$ cat src/hw/rtl/irmst_pkg.sv
// Shared types and constants for the infrared mark/space transmitter.
package irmst_pkg;

  localparam int IDX_W = 7;
  localparam int REM_W = 15;
  localparam int PRE_W = 10;
  localparam int PH_W  = 16;
  localparam int DUR_W = 16;
  localparam int CFG_W = 16;

  localparam logic [PH_W-1:0]  CARRIER_PERIOD_RST = 16'd1316;
  localparam logic [PRE_W-1:0] TICKS_PER_US_RST   = 10'd50;

  localparam logic CFG_CARRIER_PERIOD = 1'b0;
  localparam logic CFG_TICKS_PER_US   = 1'b1;

  typedef enum logic [1:0] {
    REQ_TICK = 2'd0,
    REQ_LOAD = 2'd1,
    REQ_END  = 2'd2
  } req_type_t;

  typedef struct packed {
    logic             ir_out;
    logic             busy_res;
    logic             accepted;
    logic [IDX_W-1:0] segment_count;
  } res_t;

endpackage

$ cat src/hw/rtl/irmst_if.sv
// Request and result channel interfaces.
interface irmst_in_if
  import irmst_pkg::*;
();
  logic                    valid;
  logic                    ready;
  logic [1:0]              req_type;
  logic signed [DUR_W-1:0] duration_us;

  modport source (output valid, output req_type, output duration_us, input ready);
  modport sink   (input valid, input req_type, input duration_us, output ready);
endinterface

interface irmst_out_if
  import irmst_pkg::*;
();
  logic             valid;
  logic             ready;
  logic             ir_out;
  logic             busy_res;
  logic             accepted;
  logic [IDX_W-1:0] segment_count;

  modport source (output valid, output ir_out, output busy_res, output accepted,
                  output segment_count, input ready);
  modport sink   (input valid, input ir_out, input busy_res, input accepted,
                  input segment_count, output ready);
endinterface

$ cat src/hw/rtl/irmst_core.sv
// Transmitter state, config registers and per-request next-state/result logic.
module irmst_core
  import irmst_pkg::*;
#(
  parameter int MAX_SEGMENTS = 127
) (
  input  logic                    clk,
  input  logic                    rst_n,
  input  logic                    cfg_we,
  input  logic                    cfg_idx,
  input  logic [CFG_W-1:0]        cfg_wdata,
  input  logic                    req_acc,
  input  logic [1:0]              req_type,
  input  logic signed [DUR_W-1:0] duration_us,
  output res_t                    res
);

  logic [PH_W-1:0]  period_r;
  logic [PRE_W-1:0] tpu_r;
  logic [IDX_W-1:0] idx_r, idx_nxt;
  logic [REM_W-1:0] rem_r, rem_nxt, rem_dec;
  logic [PRE_W-1:0] pre_r, pre_nxt;
  logic [PH_W-1:0]  phase_r, phase_nxt;
  logic             active_r, active_nxt;
  logic [PH_W:0]    ph_inc;
  logic [PRE_W:0]   pre_inc;
  logic             below_limit;
  logic             acc;

  assign below_limit = ({{(32-IDX_W){1'b0}}, idx_r} < 32'(MAX_SEGMENTS));
  assign ph_inc      = {1'b0, phase_r} + {{PH_W{1'b0}}, 1'b1};
  assign pre_inc     = {1'b0, pre_r} + {{PRE_W{1'b0}}, 1'b1};
  assign rem_dec     = rem_r - {{(REM_W-1){1'b0}}, 1'b1};

  always_comb begin
    idx_nxt    = idx_r;
    rem_nxt    = rem_r;
    pre_nxt    = pre_r;
    phase_nxt  = phase_r;
    active_nxt = active_r;
    acc        = 1'b0;
    case (req_type_t'(req_type))
      REQ_TICK: begin
        phase_nxt = (ph_inc >= {1'b0, period_r}) ? '0 : ph_inc[PH_W-1:0];
        if (active_r) begin
          if (pre_inc >= {1'b0, tpu_r}) begin
            pre_nxt = '0;
            rem_nxt = rem_dec;
            if (rem_dec == '0) begin
              active_nxt = 1'b0;
              idx_nxt    = idx_r + {{(IDX_W-1){1'b0}}, 1'b1};
            end
          end else begin
            pre_nxt = pre_inc[PRE_W-1:0];
          end
        end
      end
      REQ_LOAD: begin
        if (duration_us[DUR_W-1]) begin
          active_nxt = 1'b0;
          rem_nxt    = '0;
          pre_nxt    = '0;
          idx_nxt    = '0;
          acc        = 1'b1;
        end else if (!active_r && below_limit) begin
          acc = 1'b1;
          if (duration_us == '0) begin
            idx_nxt = idx_r + {{(IDX_W-1){1'b0}}, 1'b1};
          end else begin
            rem_nxt    = duration_us[REM_W-1:0];
            pre_nxt    = '0;
            active_nxt = 1'b1;
          end
        end
      end
      REQ_END: begin
        active_nxt = 1'b0;
        rem_nxt    = '0;
        pre_nxt    = '0;
        idx_nxt    = '0;
        acc        = 1'b1;
      end
      default: ;
    endcase
  end

  always_comb begin
    res.ir_out        = active_nxt && !idx_nxt[0] && (phase_nxt < (period_r >> 1));
    res.busy_res      = active_nxt;
    res.accepted      = acc;
    res.segment_count = idx_nxt;
  end

  always_ff @(posedge clk) begin
    if (!rst_n) begin
      period_r <= CARRIER_PERIOD_RST;
      tpu_r    <= TICKS_PER_US_RST;
    end else if (cfg_we) begin
      if (cfg_idx == CFG_CARRIER_PERIOD) period_r <= cfg_wdata[PH_W-1:0];
      if (cfg_idx == CFG_TICKS_PER_US)   tpu_r    <= cfg_wdata[PRE_W-1:0];
    end
  end

  always_ff @(posedge clk) begin
    if (!rst_n) begin
      idx_r    <= '0;
      rem_r    <= '0;
      pre_r    <= '0;
      phase_r  <= '0;
      active_r <= 1'b0;
    end else if (req_acc) begin
      idx_r    <= idx_nxt;
      rem_r    <= rem_nxt;
      pre_r    <= pre_nxt;
      phase_r  <= phase_nxt;
      active_r <= active_nxt;
    end
  end

endmodule

$ cat src/hw/rtl/ir_mark_space_transmitter.sv
// Infrared mark/space transmitter top level.
//
// in_req carries requests: a tick (one step of output waveform), a segment
// load with a signed duration in microseconds, or an end of pattern. Even
// segments are marks (carrier on), odd segments are spaces. Every request
// produces exactly one result on out_res: drive level, busy flag, whether
// the load/end was taken, and the index of the next segment.
// Config (carrier_period, ticks_per_us) is written through cfg_we/cfg_idx/
// cfg_wdata; the user must do it while the block is idle (not enforced).
// The result of each accepted request is registered in the output stage.
// Throughput: one request per cycle while in_req.ready is high; the state
// update is combinational between the state and result registers.
// A two-entry output stage (result register plus skid register) keeps
// in_req.ready high while one result waits; in_req.ready drops only when
// both entries are full, which a stalled result with a request arriving is
// enough to cause, and rises again right after the receiver takes a result.
// Reset clears the pattern state and both output entries and restores the
// config registers to their defaults.
module ir_mark_space_transmitter
  import irmst_pkg::*;
#(
  parameter int MAX_SEGMENTS = 127
) (
  input  logic               clk,
  input  logic               rst_n,
  input  logic               cfg_we,
  input  logic               cfg_idx,
  input  logic [CFG_W-1:0]   cfg_wdata,
  irmst_in_if.sink           in_req,
  irmst_out_if.source        out_res
);

  res_t res;
  res_t out_r, skid_r;
  logic out_valid_r, skid_valid_r;
  logic req_acc;

  assign in_req.ready = !skid_valid_r;
  assign req_acc      = in_req.valid && !skid_valid_r;

  irmst_core #(
    .MAX_SEGMENTS (MAX_SEGMENTS)
  ) u_core (
    .clk         (clk),
    .rst_n       (rst_n),
    .cfg_we      (cfg_we),
    .cfg_idx     (cfg_idx),
    .cfg_wdata   (cfg_wdata),
    .req_acc     (req_acc),
    .req_type    (in_req.req_type),
    .duration_us (in_req.duration_us),
    .res         (res)
  );

  always_ff @(posedge clk) begin
    if (!rst_n) begin
      out_valid_r  <= 1'b0;
      skid_valid_r <= 1'b0;
    end else if (!out_valid_r || out_res.ready) begin
      if (skid_valid_r) begin
        out_valid_r  <= 1'b1;
        skid_valid_r <= 1'b0;
      end else begin
        out_valid_r <= req_acc;
      end
    end else if (req_acc) begin
      skid_valid_r <= 1'b1;
    end
  end

  always_ff @(posedge clk) begin
    if (!out_valid_r || out_res.ready) begin
      out_r <= skid_valid_r ? skid_r : res;
    end else if (req_acc) begin
      skid_r <= res;
    end
  end

  assign out_res.valid         = out_valid_r;
  assign out_res.ir_out        = out_r.ir_out;
  assign out_res.busy_res      = out_r.busy_res;
  assign out_res.accepted      = out_r.accepted;
  assign out_res.segment_count = out_r.segment_count;

endmodule

$ cat src/flat_wrapper.sv
// flat-port wrapper written by rule: the top's interface ports become plain ports
module ir_mark_space_transmitter_flat import irmst_pkg::*;
#(
  parameter int MAX_SEGMENTS = 127
)
  (clk, rst_n, cfg_we, cfg_idx, cfg_wdata, in_req_valid, in_req_req_type, in_req_duration_us, in_req_ready, out_res_valid, out_res_ir_out, out_res_busy_res, out_res_accepted, out_res_segment_count, out_res_ready);
  irmst_in_if in_req_i ();
  irmst_out_if out_res_i ();
  input  logic clk;
  input  logic rst_n;
  input  logic cfg_we;
  input  logic cfg_idx;
  input  logic [CFG_W-1:0] cfg_wdata;
  input wire logic [$bits(in_req_i.valid)-1:0] in_req_valid;
  input wire logic [$bits(in_req_i.req_type)-1:0] in_req_req_type;
  input wire logic [$bits(in_req_i.duration_us)-1:0] in_req_duration_us;
  output wire logic [$bits(in_req_i.ready)-1:0] in_req_ready;
  output wire logic [$bits(out_res_i.valid)-1:0] out_res_valid;
  output wire logic [$bits(out_res_i.ir_out)-1:0] out_res_ir_out;
  output wire logic [$bits(out_res_i.busy_res)-1:0] out_res_busy_res;
  output wire logic [$bits(out_res_i.accepted)-1:0] out_res_accepted;
  output wire logic [$bits(out_res_i.segment_count)-1:0] out_res_segment_count;
  input wire logic [$bits(out_res_i.ready)-1:0] out_res_ready;
  assign in_req_i.valid = in_req_valid;
  assign in_req_i.req_type = in_req_req_type;
  assign in_req_i.duration_us = in_req_duration_us;
  assign in_req_ready = in_req_i.ready;
  assign out_res_valid = out_res_i.valid;
  assign out_res_ir_out = out_res_i.ir_out;
  assign out_res_busy_res = out_res_i.busy_res;
  assign out_res_accepted = out_res_i.accepted;
  assign out_res_segment_count = out_res_i.segment_count;
  assign out_res_i.ready = out_res_ready;
  ir_mark_space_transmitter #(.MAX_SEGMENTS(MAX_SEGMENTS)) u_core (.clk(clk), .rst_n(rst_n), .cfg_we(cfg_we), .cfg_idx(cfg_idx), .cfg_wdata(cfg_wdata), .in_req(in_req_i), .out_res(out_res_i));
endmodule
$ cat config.mk
export PLATFORM = sky130hd
export DESIGN_NAME = ir_mark_space_transmitter_flat
export DESIGN_NICKNAME = d
export VERILOG_FILES = /design/src/hw/rtl/irmst_pkg.sv /design/src/hw/rtl/irmst_if.sv /design/src/hw/rtl/irmst_core.sv /design/src/hw/rtl/ir_mark_space_transmitter.sv /design/src/flat_wrapper.sv
export SDC_FILE = /design/constraint.sdc
export NUM_CORES = 1
export LEC_CHECK = 0
export BUFFER_PORTS_ARGS = -buffer_cell sky130_fd_sc_hd__buf_2
export CAP_MARGIN = 0
export CORE_MARGIN = 4
export CORE_UTILIZATION = 51
export CTS_BUF_LIST = sky130_fd_sc_hd__clkbuf_4
export DETAILED_ROUTE_END_ITERATION = 6
export PLACE_DENSITY = 0.82
export SYNTH_ARGS = -nofsm -noshare
export SYNTH_HDL_FRONTEND = slang
export SYNTH_SLANG_ARGS = --single-unit
$ cat constraint.sdc
create_clock -name clk -period 11 [get_ports clk]
set_input_delay 1.1 -clock clk [delete_from_list [all_inputs] [get_ports clk]]
set_output_delay 1.1 -clock clk [all_outputs]
set_load 0.01 [all_outputs]
======== Word-level counts from Yosys, hierarchy flattened ========
Index checks and enable logic that the tools add are counted.
Widths: inputs -> output; s select.
storage, ports and cells
  bits in registers ....................... 97
  bits of input ports ..................... 40
  output and inout port bits .............. 12
  word-level logic and storage cells ...... 86
cells by class
  add/subtract/negate cells ............... 4
  magnitude comparators ................... 4
  equality and inequality tests ........... 6
  mux-type cells .......................... 33
  bitwise operators ....................... 3
  reduce and logical (&&, ||, !) cells .... 19
operator list
  operator               count
  $mux 15                5
  $mux 10                6
  $pmux 15 s3            1
  $mux 7                 6
  $mux 16                2
  $pmux 10 s3            1
  $pmux 7 s3             1
  $add 16x1->17 const B  1
  $ge 17x16->1           1
  $logic_not 16->1       1
  $lt 16x15->1           1
  $logic_not 15->1       1
  $sub 15x1->15 const B  1
  $add 10x1->11 const B  1
  $ge 11x10->1           1
  $mux 1                 9
  $add 7x1->7 const B    1
  $lt 7x7->1 const B     1
  $ne 3x3->1 const B     2
  $reduce_and 2->1       3
  $reduce_and 6->1       1
  $reduce_and 5->1       1
  $logic_and 1x1->1      4
  $logic_not 1->1        4
  other kinds (10)       13

======== Logic depth before layout (Yosys ltp) ========
Gate-level depths: netlist of the first run.
  word-level depth ........................ 10
  depth in mapped cells ................... 23

======== Modules after synthesis ========
A second synthesis of the first run with hierarchy kept.
unflattened totals
  cells, all modules ...................... 793
  area total of the unflattened synthesis .. 6501.2 µm²
by module, submodules not included
  module                     times used  cells an instance  area each (µm²)
  irmst_core                 1           753                5686.7
  ir_mark_space_transmitter  1           40                 814.5

======== Worst setup path before layout of the first run ========
No wires, ideal clock.
  path kind ............................... register to register
  start point ............................. register u_core.u_core.phase_r[0]
  end point ............................... register u_core.out_r, in the netlist u_core.out_res.ir_out, data pin
  library setup time ...................... 0.180 ns
  arrival time ............................ 4.425 ns
  required time ........................... 10.820 ns
  path slack .............................. 6.395 ns
  stages on the path, launching flop included .. 23
  path buffers ............................ 1
  clock period less this slack ............ 4.605 ns
  cell sequence ........................... dfxtp_1 ha_1 nand3_1 or2_2 nor2_1 and3_1 xnor2_1 inv_1 ha_1 nand3_1 nor4_1 a2111oi_0 o2111ai_1 clkbuf_1 o211ai_1 o21a_1 ha_1 a21o_1 a211o_1 a31oi_1 o311ai_0 o21a_1 o41ai_2
between the ends
  word-level cells in the longest chain between the ends .. 7
ends and longest elaborated chain
  element                          line                             RTL
  start, declared                  irmst_core.sv:23                 logic [PH_W-1:0] phase_r, phase_nxt;
  start signal, assigned           irmst_core.sv:115                phase_r <= phase_nxt;
  $add 16x1->17 *                  irmst_core.sv:31                 assign ph_inc = {1'b0, phase_r} + {{PH_W{1'b0}}, 1'b1};
  $ge 17x16->1                     irmst_core.sv:44                 phase_nxt = (ph_inc >= {1'b0, period_r}) ? '0 : ph_inc[PH_W-1:0];
  $mux 16 *                        irmst_core.sv:44
  $mux 16 *                        irmst_core.sv:42                 case (req_type_t'(req_type))
  net u_core.u_core.phase_nxt[11]  irmst_core.sv:23
  $lt 16x15->1 *                   irmst_core.sv:88                 res.ir_out = active_nxt && !idx_nxt[0] && (phase_nxt < (period_r >> 1));
  $logic_and 1x1->1 *              irmst_core.sv:88
  $mux 10 *                        ir_mark_space_transmitter.sv:73  out_r <= skid_valid_r ? skid_r : res;
  end signal, assigned             ir_mark_space_transmitter.sv:73
  end, declared                    ir_mark_space_transmitter.sv:34  res_t out_r, skid_r;
The timed path passes the listed nets; every way through them passes the cells marked *.
A chain may end at the register's enable or synchronous reset.

======== Final worst setup path of the first run ========
  start point ............................. register u_core.u_core.phase_r[2]
  end point ............................... register u_core.out_r, in the netlist u_core.out_res.ir_out, data pin
Same word-level chain as after synthesis.

==> results of run 1 <==
## critical path: stages, from the launching register on
cell                        delay [ns]
sky130_fd_sc_hd__dfxtp_1          0.45
sky130_fd_sc_hd__nand4_1          0.27
sky130_fd_sc_hd__nor4_1           0.69
sky130_fd_sc_hd__and3_1           0.28
sky130_fd_sc_hd__xnor2_1          0.16
sky130_fd_sc_hd__inv_1            0.08
sky130_fd_sc_hd__ha_1             0.28
sky130_fd_sc_hd__nand3_1          0.12
sky130_fd_sc_hd__nor4_1           0.08
sky130_fd_sc_hd__a2111oi_0        0.48
sky130_fd_sc_hd__o2111ai_1        0.18
sky130_fd_sc_hd__buf_4            0.25
sky130_fd_sc_hd__o211ai_1         0.23
sky130_fd_sc_hd__o21a_1           0.16
sky130_fd_sc_hd__ha_1             0.24
sky130_fd_sc_hd__a21o_1           0.18
sky130_fd_sc_hd__a211o_1          0.28
sky130_fd_sc_hd__a31oi_1          0.22
sky130_fd_sc_hd__o21ai_0          0.13
sky130_fd_sc_hd__o21a_1           0.22
sky130_fd_sc_hd__o41ai_2          0.20
## synthesized netlist by cell type (8+ instances only)
cell                       instances
sky130_fd_sc_hd__xor2_1            9
sky130_fd_sc_hd__nor2_1           58
sky130_fd_sc_hd__a211oi_1         17
sky130_fd_sc_hd__dfxtp_1          77
sky130_fd_sc_hd__nand2_1          92
sky130_fd_sc_hd__ha_1             49
sky130_fd_sc_hd__inv_1            58
sky130_fd_sc_hd__a21oi_1          62
sky130_fd_sc_hd__nand4_1          15
sky130_fd_sc_hd__o21ai_0          29
sky130_fd_sc_hd__nand3_1          20
sky130_fd_sc_hd__nor2b_1          15
sky130_fd_sc_hd__and3_1           11
sky130_fd_sc_hd__edfxtp_1         20
sky130_fd_sc_hd__xnor2_1          19
sky130_fd_sc_hd__o21a_1            8
sky130_fd_sc_hd__o22ai_1          11
sky130_fd_sc_hd__clkbuf_1         30
sky130_fd_sc_hd__o211ai_1         16
sky130_fd_sc_hd__nor3_1           22
## layer usage
metal,share of wire [%],wire [um],global-route usage (%)
met1,48,6815,28.94
met2,45,6439,32.01
met3,5.8,828,3.062
met4,1.7,238,6.589
met5,0,0,0
## layout make-up
cell class                 count  share of cell area [%]
tap                          147                   2.754
multi-input combinational    562                   55.22
clock buffer                  10                   1.124
sequential                    97                   32.08
inverter                      59                   3.316
clock inverter                 6                   1.012
timing repair buffer          57                   4.497
## registers in the layout (all words and copies together), names as in the netlist, 7 cells and up
signal,flops
u_core.u_core.period_r,16
u_core.u_core.phase_r,16
u_core.u_core.rem_r,15
u_core.skid_r,10
u_core.u_core.pre_r,10
u_core.u_core.tpu_r,10
u_core.out_res.segment_count,7
u_core.u_core.idx_r,7
## worst max-delay path by stage
stage,endpoint,slack (ns)
floorplan,u_core.out_res.ir_out,6.40
global placement,u_core.out_res.ir_out,5.95
detailed placement,u_core.out_res.ir_out,5.75
CTS,u_core.out_res.ir_out,5.81
global route,u_core.out_res.ir_out,5.34
finish,u_core.out_res.ir_out,5.66
## stage by stage
stage / hold WS, ns / total power, mW / util, % / setup slack (ns)
finish: 0.4631 / 0.7539 / 55.83 / 5.657
CTS: 0.4660 / 0.7562 / 55.83 / 5.813
global route: 0.4880 / 0.7944 / 55.83 / 5.343
detailed placement: 0.4470 / 0.5604 / 54.63 / 5.749
floorplan: 0.4363 / 0.5198 / - / 6.395
global placement: 0.4428 / 0.5578 / 54.63 / 5.948
## logic make-up after synthesis
logic type	after synthesis	share of synthesized area, %
AO/OA/AOI/OAI	207	22.83
XOR/XNOR	29	4.201
adder cells (fa/ha/maj)	49	9.849
buffers and inverters	99	6.352
flip-flops	97	34.41
multiplexers	7	1.326
AND/OR/NAND/NOR	270	21.03
## where the power goes
part	internal, mW	leakage (nW)	switching (mW)
sequential	0.381	0.834	0.0140
combinational	0.0645	1.89	0.0961
clock	0.0737	0.0803	0.125
total	0.519	2.81	0.235
==> summary.txt, run 1 <==
Synthesis
  – Share of synthesized registers carrying an async set or reset: 0%
  – Number of storage elements in the synthesis netlist: 97
  – Predominant post-synthesis flop cell: sky130_fd_sc_hd__dfxtp_1
  – Leading area contributor after synthesis: sky130_fd_sc_hd__dfxtp_1
  – Net Count, Synth: 847
  – Gate count after technology mapping: 758
  – Post-Syn Area per Cell: 8.212 um^2
  – Fraction of the yosys area taken by sequential cells: 34.41%
  – Share of the synthesized area in the top cell type: 24.76%
  – YS warnings: 0
  – Post-Synthesis Cell Area: 6225 um^2
  – EDFF count, synth: 20
  – Count of different cell masters after synthesis: 71
  – Cell types occupying the most area after synthesis: sky130_fd_sc_hd__dfxtp_1, sky130_fd_sc_hd__ha_1, sky130_fd_sc_hd__edfxtp_1

Global route
  – Number of global-route vias before repair: 4,914
  – Pin count of the biggest net entering global routing: 42
  – First-pass GRT wire length: 23,890 um
  – Overall overflow remaining after global route: 0
  – Overall Global Routing Usage: 20.42%
  – Antenna violations before repair: 0

Place
  – Last weighted congestion value of the routability-driven placer: 0.9429
  – Instance count after placement with tap cells included: 922
  – Number of port buffers: 51
  – Cell area reported after detailed placement: 6535 um^2
  – Detail Placement HPWL: 10,440 um

STA
  – Largest clock skew in the final design: 0.01050 ns
  – Share of the cycle needed by the critical path after routing: 48.57%
  – Final worst path period need: 5.343 ns
  – Pins Over Slew Limit: 0
  – Slew margin rel.: 21.34%
  – Maximum clock frequency: 187.2 MHz
  – Fin Setup TNS: 0 ns
  – Final setup fails: 0
  – Final-report hold violation count: 0
  – Slew at the pin closest to its max-slew limit: 1.178 ns
  – RSZ-0062 raised after global routing: no

Floorplan
  – Die width: 118.5 um
  – Cell row count: 40
  – Starting Density: 52.04%
  – Height of the chip: 118.5 um
  – Floorplan core area: 11,960 um^2
  – Die ar.: 14,040 um^2
  – Count of boundary I/O pins: 52

Clock tree
  – Post-CTS setup-driven buffer insertion count: 0
  – Worst-path clk slew: 0.15 ns
  – Clock network latency to the later pin of the worst-skew pair: 0.47 ns
  – Number of resized instances in the post-cts repair step: 0
  – CTS root buf: sky130_fd_sc_hd__clkbuf_4
  – Clock tree from TritonCTS: built
  – Deepest clock path buffer count: 2
  – Clock sink count: 97
  – Number of buffers created by CTS: 9
  – H-tree depth: 3
  – Hold Buf Count CTS: 0

Finish
  – Number of fill cells in the layout: 1,092
  – Most common cell after layout, fill and taps aside: sky130_fd_sc_hd__nand2_1
  – Fraction of layout instances using a drive strength above 1: 12.77%
  – Most frequent cells in the layout: sky130_fd_sc_hd__nand2_1, sky130_fd_sc_hd__dfxtp_1, sky130_fd_sc_hd__a21oi_1
  – Synthesis-to-layout area growth: 7.276%
  – NumNets Final: 875
  – ANT cells: 0
  – Multi-input combinational cell area: 3687 um^2
  – Sequential Area: 2142 um^2
  – Final Cell Area: 6678 um^2
  – Number of standard cells in the final layout excluding fillers: 938

Hold path
  – Hold Path Sink: u_core.u_core.period_r[7]
  – Hold_sp: u_core.u_core.period_r[7]
  – Cell depth of the worst hold path: 2
  – Classification of the worst-slack hold path: flop to flop

Setup path
  – Critical register-to-register path startpoint: u_core.u_core.phase_r[2]
  – CP Launch Type: flop
  – Max FO, Critical Path: 20
  – Capturing element type of the critical path: flop
  – Data arrival at the endpoint of the critical path: 5.65 ns
  – Worst reg2reg path depth: 20
  – Startpoint of the worst setup timing path: u_core.u_core.phase_r[2]
  – Worst setup slack for register-to-register paths: 5.66 ns
  – FF-to-FF End: u_core.out_res.ir_out
  – Required arrival time at the worst endpoint: 11.30 ns
  – Type of the worst setup path: flop to flop

Detailed routing
  – Total iterations of the first detailed-routing run: 4
  – DRC: 0
  – Number of DRC markers in iteration 0: 317
  – Routed vias/inst: 5.873
  – Average routed wire per standard cell: 15.27 um
  – Drt total wl: 14,320 um
  – Post-route ant nets: 0
  – Via count: 5,509

Power
  – Largest vdd supply drop: 0.00006339 V
  – Static Leak: 2.809 nW
  – Power Density: 112.9 nW/um^2

Run status
  – Outcome: complete, no violations

Job
  – Max Cap Viol: 0
Power figures use the tool's default switching activity.
==> inputs of run 2 (changes only) <==
==> constraint.sdc (replaced) <==
create_clock -name clk -period 5.05 [get_ports clk]
set_input_delay 0.505 -clock clk [delete_from_list [all_inputs] [get_ports clk]]
set_output_delay 0.505 -clock clk [all_outputs]
set_load 0.01 [all_outputs]
==> summary.txt, run 2 (synthesis results as in run 1) <==
Setup path
  – Worst setup slack for register-to-register paths: 0.22 ns (-5.44 ns)
  – Max FO, Critical Path: 10 (-50%)
  – FF-to-FF End: u_core.out_res.ir_out
  – Cell Chain, Critical Path: nand4_1 > buf_4 > nor4_2 > and3_1 > xnor2_1 > inv_1 > ha_1 > nand3_1 > nor4_1 > a2111oi_1 > o2111ai_1 > buf_6 > o211ai_1 > o21a_1 > ha_1 > a21o_1 > a211o_1 > a31oi_1 > o311ai_0 > o21a_1 > o41ai_2
  – Category of cells accounting for the largest share of critical-path delay: compound AO/OA/AOI/OAI gates
  – Number of buffers and inverters on the critical path: 3 (+1)
  – Capturing element type of the critical path: flop
  – Slowest cell on the critical path: sky130_fd_sc_hd__dfxtp_1
  – Data arrival at the endpoint of the critical path: 5.14 ns (-0.51 ns)
  – Maximum cell stage delay along the critical path: 0.44 ns (-0.25 ns)
  – CP Launch Type: flop
  – Worst reg2reg path depth: 21 (+5.0%)
  – Critical register-to-register path startpoint: u_core.u_core.phase_r[2]
  – Type of the worst setup path: flop to flop
  – Required arrival time at the worst endpoint: 5.36 ns (-5.94 ns)

Finish
  – Most common cell after layout, fill and taps aside: sky130_fd_sc_hd__nand2_1
  – Number of fill cells in the layout: 1,081 (-1.0%)
  – Most frequent cells in the layout: sky130_fd_sc_hd__nand2_1, sky130_fd_sc_hd__dfxtp_1, sky130_fd_sc_hd__a21oi_1
  – Biggest regs: u_core.u_core.period_r (16), u_core.u_core.phase_r (16), u_core.u_core.rem_r (15)
  – Sequential Area: 2147 um^2 (+0.23%)
  – NumNets Final: 882 (+0.80%)
  – Number of standard cells in the final layout excluding fillers: 946 (+0.85%)
  – Synthesis-to-layout area growth: 8.603%
  – Fraction of layout instances using a drive strength above 1: 14.41% (+1.6 points)
  – Final Cell Area: 6760 um^2 (+1.2%)
  – Multi-input combinational cell area: 3709 um^2 (+0.58%)

Detailed routing
  – Routed vias/inst: 5.873 (about the same)
  – Number of DRC markers in iteration 0: 298 (-6.0%)
  – Via count: 5,556 (+0.85%)
  – Total iterations of the first detailed-routing run: 5 (+1)
  – Post-route ant nets: 0 (unchanged)
  – DRC: 0 (unchanged)
  – Drt total wl: 14,600 um (+2.0%)
  – Average routed wire per standard cell: 15.43 um (+1.1%)

Place
  – Cell area reported after detailed placement: 6565 um^2 (+0.46%)
  – Instance count after placement with tap cells included: 926 (+0.43%)
  – Number of port buffers: 51 (unchanged)
  – Last weighted congestion value of the routability-driven placer: 0.8893 (-5.7%)
  – Detail Placement HPWL: 10,460 um (+0.25%)

Floorplan
  – Height of the chip: 118.5 um (unchanged)
  – Die ar.: 14,040 um^2 (unchanged)
  – Count of boundary I/O pins: 52 (unchanged)
  – Starting Density: 52.04% (unchanged)
  – Floorplan core area: 11,960 um^2 (unchanged)
  – Cell row count: 40 (unchanged)
  – Die width: 118.5 um (unchanged)

Clock tree
  – Number of buffers created by CTS: 9 (unchanged)
  – H-tree depth: 3 (unchanged)
  – Clock tree from TritonCTS: built
  – Deepest clock path buffer count: 2 (unchanged)
  – CTS root buf: sky130_fd_sc_hd__clkbuf_4
  – Clock sink count: 97 (unchanged)
  – Hold Buf Count CTS: 0 (unchanged)
  – Clock network latency to the later pin of the worst-skew pair: 0.48 ns (about the same)
  – Worst-path clk slew: 0.15 ns (about the same)

STA
  – Final worst path period need: 4.831 ns (-0.5124 ns)
  – Slew at the pin closest to its max-slew limit: 1.192 ns (+0.01425 ns)
  – Largest clock skew in the final design: 0.01706 ns (+0.006557 ns)
  – RSZ-0062 raised after global routing: no
  – Share of the cycle needed by the critical path after routing: 95.66% (+47 points)
  – Final setup fails: 0 (unchanged)
  – Final-report hold violation count: 0 (unchanged)
  – Fin Setup TNS: 0 ns (unchanged)
  – Maximum clock frequency: 207.0 MHz (+11%)
  – Pins Over Slew Limit: 0 (unchanged)
  – Slew margin rel.: 20.39% (-0.95 points)

Power
  – Switching power summed over all nets: 0.5193 mW (+120%)
  – Relative contribution of combinational cells to total power: 21.6% (+0.3 points)
  – Largest vdd supply drop: 0.0001457 V (+130%)
  – Power Density: 244.1 nW/um^2 (+120%)
  – Design internal power: 1.131 mW (+120%)
  – Static Leak: 2.838 nW (+1.0%)
  – Relative contribution of sequential cells to total power: 52.1% (-0.3 points)
  – Clk pwr share: 26.4% (about the same)
  – Net switching share of the total power: 31.47% (+0.31 points)

Run status
  – Outcome: complete, no violations

Global route
  – Overall overflow remaining after global route: 0 (unchanged)
  – Antenna violations before repair: 1 (+1)
  – First-pass GRT wire length: 24,580 um (+2.9%)
  – Number of global-route vias before repair: 5,184 (+5.5%)
  – Overall Global Routing Usage: 20.97% (+0.55 points)
  – Pin count of the biggest net entering global routing: 46 (+9.5%)

Hold path
  – Cell depth of the worst hold path: 3 (+1)
  – Classification of the worst-slack hold path: input port to flop
  – Hold_sp: cfg_wdata[11]
  – Hold Path Sink: u_core.u_core.period_r[11]

Job
  – Max Cap Viol: 0 (unchanged)
==> run 2: cell types whose count changed in the layout (fill, tap and decap cells not counted), sizes merged <==
cell | before | now
diode | 0 | 1
inv | 60 | 59
buf | 57 | 64
clkinvlp | 0 | 2
clkinv | 4 | 3
==> run 2: per-layer routing <==
| metal | vias to the layer above | share of wire [%] | global-route usage (%) |
|---|---|---|---|
| met5 | - | 0 | 0 |
| met4 | 0 | 1.6 | 7.169 |
| met3 | 18 | 6.1 | 3.493 |
| met2 | 177 | 45 | 33.51 |
| met1 | 2551 | 47 | 28.82 |
| li1 | 2810 | - | - |
==> run 2: through the flow <==
stage	utilization [%]	setup WS, ns	total power [mW]	hold slack (ns)
floorplan	-	0.4453	1.132	0.4363
global placement	54.88	0.3330	1.216	0.4422
detailed placement	54.88	0.1116	1.222	0.4479
CTS	56.08	0.08874	1.652	0.2345
global route	56.52	0.0009179	1.744	0.2420
finish	56.52	0.2192	1.650	0.2547
==> run 2: worst max path at each step <==
stage / from / end / slack [ns] / depth (start not counted)
2_1_floorplan: u_core.u_core.phase_r[0] / u_core.out_res.ir_out / 0.45 / 22
3_3_place_gp: u_core.u_core.phase_r[1] / u_core.out_res.ir_out / 0.33 / 22
3_5_place_dp: u_core.u_core.phase_r[1] / u_core.out_res.ir_out / 0.11 / 22
4_1_cts: u_core.u_core.phase_r[1] / u_core.out_res.ir_out / 0.09 / 22
5_1_grt: u_core.u_core.phase_r[2] / u_core.out_res.ir_out / 0.0009 / 21
6_report: u_core.u_core.phase_r[2] / u_core.out_res.ir_out / 0.22 / 21
==> run 2: cell type report <==
| cell class | count | area share [%] |
|---|---|---|
| Clock buffer | 10 | 1.110 |
| Timing Repair Buffer | 64 | 5.238 |
| Antenna cell | 1 | 0.03702 |
| Multi-Input combinational cell | 562 | 54.86 |
| Tap cell | 147 | 2.721 |
| Inverter | 59 | 3.276 |
| Sequential cell | 97 | 31.76 |
| Clock inverter | 6 | 0.9994 |
==> run 2: power by group through the flow <==
stage | Clock, mW | Sequential, mW | Combinational, mW
global placement | 0 | 0.874 | 0.342
finish | 0.435 | 0.859 | 0.356
CTS | 0.444 | 0.859 | 0.349
detailed placement | 0 | 0.876 | 0.346
global route | 0.477 | 0.865 | 0.402
floorplan | 0 | 0.872 | 0.260
==> run 2: worst reg2reg max path, delay by kind of cell (launching register included) <==
kind | cells | cell delay [ns]
AO/OA/AOI/OAI | 10 | 2.13
AND/OR/NAND/NOR | 5 | 0.96
adder cells (fa/ha/maj) | 2 | 0.50
buffers and inverters | 3 | 0.46
flip-flops | 1 | 0.44
XOR/XNOR | 1 | 0.15
==> run 2: timing repair <==
item	4_1_cts	5_1_grt
buffers inserted	0	2
endpoints found under the setup margin	0	2
resized for setup	0	10
